$ cat src/rtl/assert_macros.svh
// Assertion macros for the lookup RTL.
// Standalone header; no dependencies.
`ifndef ASSERT_MACROS_SVH
`define ASSERT_MACROS_SVH

// Same-cycle implication, disabled while reset is asserted (active low).
`define ASSERT_IMP(lbl, ck, rn, ante, cons) \
  lbl: assert property (@(posedge ck) disable iff (!rn) (ante) |-> (cons)) \
    else $error("same-cycle implication check failed");

// Next-cycle implication, disabled while reset is asserted (active low).
`define ASSERT_NXT(lbl, ck, rn, ante, cons) \
  lbl: assert property (@(posedge ck) disable iff (!rn) (ante) |=> (cons)) \
    else $error("next-cycle implication check failed");

`endif

$ cat src/rtl/nlsl_pkg.sv
// Shared constants, operation codes and control structs for the lookup block.
// No dependencies.
`timescale 1ns / 1ps

package nlsl_pkg;

  // Table geometry
  localparam int MAX_ENTRIES = 256;
  localparam int IDX_W       = $clog2(MAX_ENTRIES);
  localparam int CNT_W       = $clog2(MAX_ENTRIES) + 1;

  // Transaction field widths
  localparam int OP_W    = 2;
  localparam int ADDR_W  = 64;
  localparam int MATCH_W = 8;

  // Operation codes
  localparam logic [OP_W-1:0] OP_INSERT = 2'd0;
  localparam logic [OP_W-1:0] OP_LOOKUP = 2'd1;
  localparam logic [OP_W-1:0] OP_CLEAR  = 2'd2;

  // Controller -> datapath commands
  typedef struct packed {
    logic accept;  // latch the incoming transaction, reset the scan
    logic issue;   // read the next table entry and advance the scan
    logic finish;  // apply the operation and load the result register
  } dp_cmd_t;

  // Datapath -> controller status
  typedef struct packed {
    logic lookup;     // latched operation is a lookup
    logic scan_done;  // every valid entry has been read
    logic slot_free;  // result register can take a new result
  } dp_stat_t;

endpackage

$ cat src/rtl/nlsl_ctrl.sv
// Sequencing state machine for the lookup block.
// Depends on nlsl_pkg for the command and status structs.
`timescale 1ns / 1ps

module nlsl_ctrl import nlsl_pkg::*; (
  input  logic     clk,
  input  logic     rst_n,
  input  logic     in_valid,
  output logic     in_ready,
  input  dp_stat_t stat,
  output dp_cmd_t  cmd
);

  localparam logic [1:0] ST_IDLE   = 2'd0;
  localparam logic [1:0] ST_SCAN   = 2'd1;
  localparam logic [1:0] ST_DRAIN  = 2'd2;
  localparam logic [1:0] ST_FINISH = 2'd3;

  logic [1:0] state_r;
  logic [1:0] state_nxt;

  // Next state
  always_comb begin
    state_nxt = state_r;
    unique case (state_r)
      ST_IDLE: begin
        if (in_valid) state_nxt = ST_SCAN;
      end
      ST_SCAN: begin
        if (!stat.lookup)        state_nxt = ST_FINISH;
        else if (stat.scan_done) state_nxt = ST_DRAIN;
      end
      // the drain state lets the last compare reach the best-match registers
      ST_DRAIN: state_nxt = ST_FINISH;
      ST_FINISH: begin
        if (stat.slot_free) state_nxt = ST_IDLE;
      end
      default: state_nxt = ST_IDLE;
    endcase
  end

  always_ff @(posedge clk) begin
    if (!rst_n) state_r <= ST_IDLE;
    else        state_r <= state_nxt;
  end

  // Commands; no transaction is taken while reset is asserted
  assign in_ready   = rst_n && (state_r == ST_IDLE);
  assign cmd.accept = in_ready && in_valid;
  assign cmd.issue  = (state_r == ST_SCAN) && stat.lookup && !stat.scan_done;
  assign cmd.finish = (state_r == ST_FINISH) && stat.slot_free;

endmodule

$ cat config.mk
export PLATFORM = sky130hd
export DESIGN_NAME = nlsl_ctrl
export DESIGN_NICKNAME = d
export VERILOG_FILES = /design/src/rtl/assert_macros.svh /design/src/rtl/nlsl_pkg.sv /design/src/rtl/nlsl_ctrl.sv
export SDC_FILE = /design/constraint.sdc
export NUM_CORES = 1
export LEC_CHECK = 0
export BUFFER_PORTS_ARGS = -buffer_cell sky130_fd_sc_hd__clkbuf_2
export CORE_AREA = 2 2 39 41
export DETAILED_ROUTE_END_ITERATION = 16
export DIE_AREA = 0 0 41 43
export GPL_TIMING_DRIVEN = 1
export PLACE_DENSITY = 0.4
export SETUP_SLACK_MARGIN = 0.1
export SYNTH_ARGS = -nofsm -noshare
export SYNTH_HDL_FRONTEND = slang
export SYNTH_SLANG_ARGS = --single-unit
export TNS_END_PERCENT = 100
$ cat constraint.sdc
create_clock -name clk -period 1.6 [get_ports clk]
set_input_delay 0.32 -clock clk [delete_from_list [all_inputs] [get_ports clk]]
set_output_delay 0.32 -clock clk [all_outputs]
set_load 0.03 [all_outputs]
**Word level (Yosys, flattened, before mapping)**

Cells that the tools add are included.

- Eq/ne operators: 6
- Muxes and demuxes: 5
- Reductions and logical operators: 8

Operators by type and width:

| kind | number |
|---|---|
| 2-to-1 mux 2 bit | 4 |
| one-hot mux 2 bit (4 select lines) | 1 |
| logical AND 1 bit | 5 |
| equality test 2 bit, second input constant | 2 |
| inequality test 2 bit, second input constant | 2 |
| inequality test 3 bit, second input constant | 1 |
| AND reduction 3 bit | 1 |
| equality test 2 x 1 -> 1 bit, second input constant | 1 |
| logical NOT 2 bit | 1 |
| logical NOT 1 bit | 1 |

- Register bits after elaboration: 2
- Bits of input ports: 6
- Output and inout port bits: 4

**Depth between registers and ports, before layout**

- Word-level depth: 3
- Gate-level depth with buffers: 5

**Least setup slack after synthesis**

No wires, ideal clock.

- Path type: reg-to-reg
- Start point: reg state_r[0]
- End point: reg state_r[0]
- Setup time: 0.122 ns
- Data arrival time: 1.136 ns
- Slack: 0.342 ns
- Stages on the path, launching flop included: 6
- Path buffers: 0
- Clock period less this slack: 1.258 ns
- Path through: dfxtp_1 > inv_1 > ha_1 > nand2b_2 > nand3_2 > o311a_1

- Cells in the longest elaborated chain, start to end: 3
- Elaborated cells between the ends (all ways): 9
- Classes of those cells: 6 x eq/ne; 1 x mux; 2 x reduce/logical

RTL lines:

| item | RTL line | text |
|---|---|---|
| start: declaration | nlsl_ctrl.sv:19 | `logic [1:0] state_r;` |
| start signal: assignment | nlsl_ctrl.sv:44 | `else state_r <= state_nxt;` |
| equality test 2 x 1 -> 1 bit, or another cell as far along | nlsl_ctrl.sv:25 | `unique case (state_r)` |
| inequality test 3 bit (no source line) or inequality test 2 bit (tied branches) | n/a |  |
| AND reduction 3 bit (no source line) | n/a |  |

Several ways; a longest one is shown, not always the timed one.
A chain may end at the register's enable or synchronous reset.

==> impl_results.md <==
- Status: finished, final reports clean
- Setup violators final: 0
- First-pass GRT wire length: 897 um
- Largest register by flop count: state_r
- Die Ht: 43 um
- Area after DPL: 294 um^2
- # Max-Cap Violations: 0
- Total power: 671 uW
- Hold_sp: rst_n
- Maximum clock rate: 677 MHz
- Setup_tns: 0 ps
- DRC viols: 0
- Final GP Congestion: 0.777
- Initial DRT Pass Iterations: 2
- Leakage: 0.000189 uW
- Via count: 220
- Fin crit share: 0.923
- CP Cell Sequence: inv_4 -> ha_4 -> and3_2 -> clkbuf_8
- Total CTS buffers: 3
- R2r setup slk: 370 ps
- Number of global-route vias before repair: 223
- Fraction of the yosys area taken by sequential cells: 0.175
- H-Tree Level Count: 1
- 1st-iter DRT viols: 1
- Syn Std Cell Area: 229 um^2
- CP max stage cell: dfxtp_4
- Worst-path clk slew: 30 ps
- Clk_skew: 4.24 ps
- Final HPWL DP: 368 um
- Critical path required time: 1280 ps
- Pre-CTS WS: 195 ps
- Critical Path AT: 1160 ps
- Avg Inst Size Synth: 9.96 um^2
- Crit path max-delay family: flip-flops
- Core area: 1380 um^2
- Nets@finish: 49
- Design area: 383 um^2
- Reg2reg path depth: 5
- Post-Syn Instances: 23
- VDD IR max: 0.000386 V
- GRT Util Overall: 0.0782
- Least-Margin Pin Slew: 172 ps
- Row count: 14
- Slew Viols, Final: 0
- Layout area overhead: 67.2%
- Initial core utilization: 0.165
- Post-Route WL: 525 um
- # diodes: 0
- CTS sink cnt: 2
- Die X: 41 um
- WP buf/inv: 2
- Post-Syn Nets: 33
- Port bufs: 9
- Largest net degree at the start of global routing: 7
- CP endpoint kind: output port
- Syn. warnings: 0
- Hold path cells: 2
- Clock Latency Late Sink: 220 ps
- Final Hold Violating Endpoints: 0
- Power Dens Cells: 1750 nW/um^2
- Grt ovf: 0
- Worst relative slew slack: 0.886
- FF-to-FF Start: state_r[0]
- Hold_buf cts: 0
- CP Launch Type: flop
- CTS tree: yes
- Die area: 1760 um^2
- Ports: 10
- Routed len/inst: 9.91 um
- Minimum clock period: 1480 ps
- Largest registers: state_r: 2 flops
- Worst R2R End: state_r[0]
- Hold Path Class: in -> reg
- Worst setup margin: 123 ps
- Critical-path maximum fanout: 6
- Synth Register Bits: 2
- Via density: 4.15
- Worst Hold Endpoint: state_r[0]
- Fillcell total: 154
- Post-synthesis cell type count: 15
- Root buf cell: clkbuf_4
- RSZ-0062 raised after global routing: true
- Slowest cell delay on critical path: 390 ps
- Max FFs per register: 2
- Clock Tree Buf Depth: 2
- Worst Hold Slack: 352 ps
- CP Class: reg -> out
- Final ANT Viol Nets: 0
- Antenna violations before repair: 0
- Fraction of layout cells with a size suffix above 1: 0.703
## cells in the final DEF, fill, tap and decap left out
cell and n:
inv_1 1, clkbuf_2 6, and2_1 2, dfxtp_4 1, clkbuf_8 1, nand2b_4 1
nand2_1 1, ha_1 1, nand3b_4 1, nand3_2 1, o22ai_1 1, buf_6 1
clkbuf_4 4, ha_4 2, inv_4 1, o311a_1 1, nand2b_2 1, a21boi_2 1
and3_2 1, a31o_1 2, dfxtp_1 1, buf_4 2, inv_2 1, nand4_1 1
ha_2 1
## cell type report
cell class	instances	area, um^2	area share
clock buffers	3	22.5	0.0588
multi-input cells	18	205	0.536
flip-flops and latches	2	43.8	0.114
well taps	16	20.0	0.0523
inverters	3	13.8	0.0359
repair buffers	11	77.6	0.203
## per-stage QoR
stage,util,cells
floorplan,-,23
global placement,0.212,48
detailed placement,0.212,48
CTS,0.250,51
global route,0.277,53
finish,0.277,53
## cell families (layout without fill, tap and decap cells)
group | Yosys count | count (layout) | synth area share
buffers and inverters | 3 | 17 | 0.0492
AND/OR/NAND/NOR | 9 | 9 | 0.361
adder cells (fa/ha/maj) | 4 | 4 | 0.219
flip-flops | 2 | 2 | 0.175
AO/OA/AOI/OAI | 5 | 5 | 0.197
## how the worst max path moves through the flow
stage / from / endpoint / slack (ps) / cells past startpoint
detailed placement: state_r[0] / cmd[2] / 200 / 4
CTS: state_r[0] / cmd[2] / 80 / 4
global placement: state_r[0] / cmd[2] / 190 / 4
global route: state_r[0] / cmd[0] / 70 / 3
finish: state_r[0] / cmd[2] / 120 / 4
floorplan: state_r[0] / state_r[0] / 340 / 5
## what timing repair did
| item | in CTS | in global routing |
|---|---|---|
| gates resized for setup | 9 | 8 |
| setup endpoints to repair | 4 | 4 |
| endpoints found under the hold margin | 0 | 0 |
| buffers inserted | 0 | 2 |
## worst register-to-register path, cell delays in order (launching register included)
cell and delay, ps:
dfxtp_4 390, inv_4 50, ha_4 160, nand2b_2 100, nand3_2 70, o311a_1 330
## synthesized netlist by cell type
cell type | number | area share
o22ai_1 | 1 | 0.027
ha_1 | 4 | 0.22
nand3_2 | 1 | 0.044
nand2b_4 | 1 | 0.060
dfxtp_1 | 2 | 0.17
a31o_1 | 2 | 0.077
o311a_1 | 1 | 0.044
and3_2 | 1 | 0.033
nand2b_2 | 1 | 0.038
inv_1 | 3 | 0.049
nand2_1 | 1 | 0.016
nand4_1 | 1 | 0.027
a21boi_2 | 1 | 0.049
nand3b_4 | 1 | 0.087
and2_1 | 2 | 0.055
## where the power goes
| group | switching (uW) | internal, uW | leakage (uW) |
|---|---|---|---|
| clock network | 29.4 | 82.9 | 0.0000138 |
| registers | 44.7 | 85.1 | 0.0000171 |
| logic | 216 | 213 | 0.000158 |
## per-layer routing
layer,track usage,wire (um),part of all wire,vias to the layer above
met2,0.116,300,0.57,5
met1,0.0831,200,0.38,103
met4,0.0600,0,0,0
met5,0,0,0,-
li1,-,-,-,112
met3,0.0314,24,0.046,0
Power figures use the tool's default switching activity.
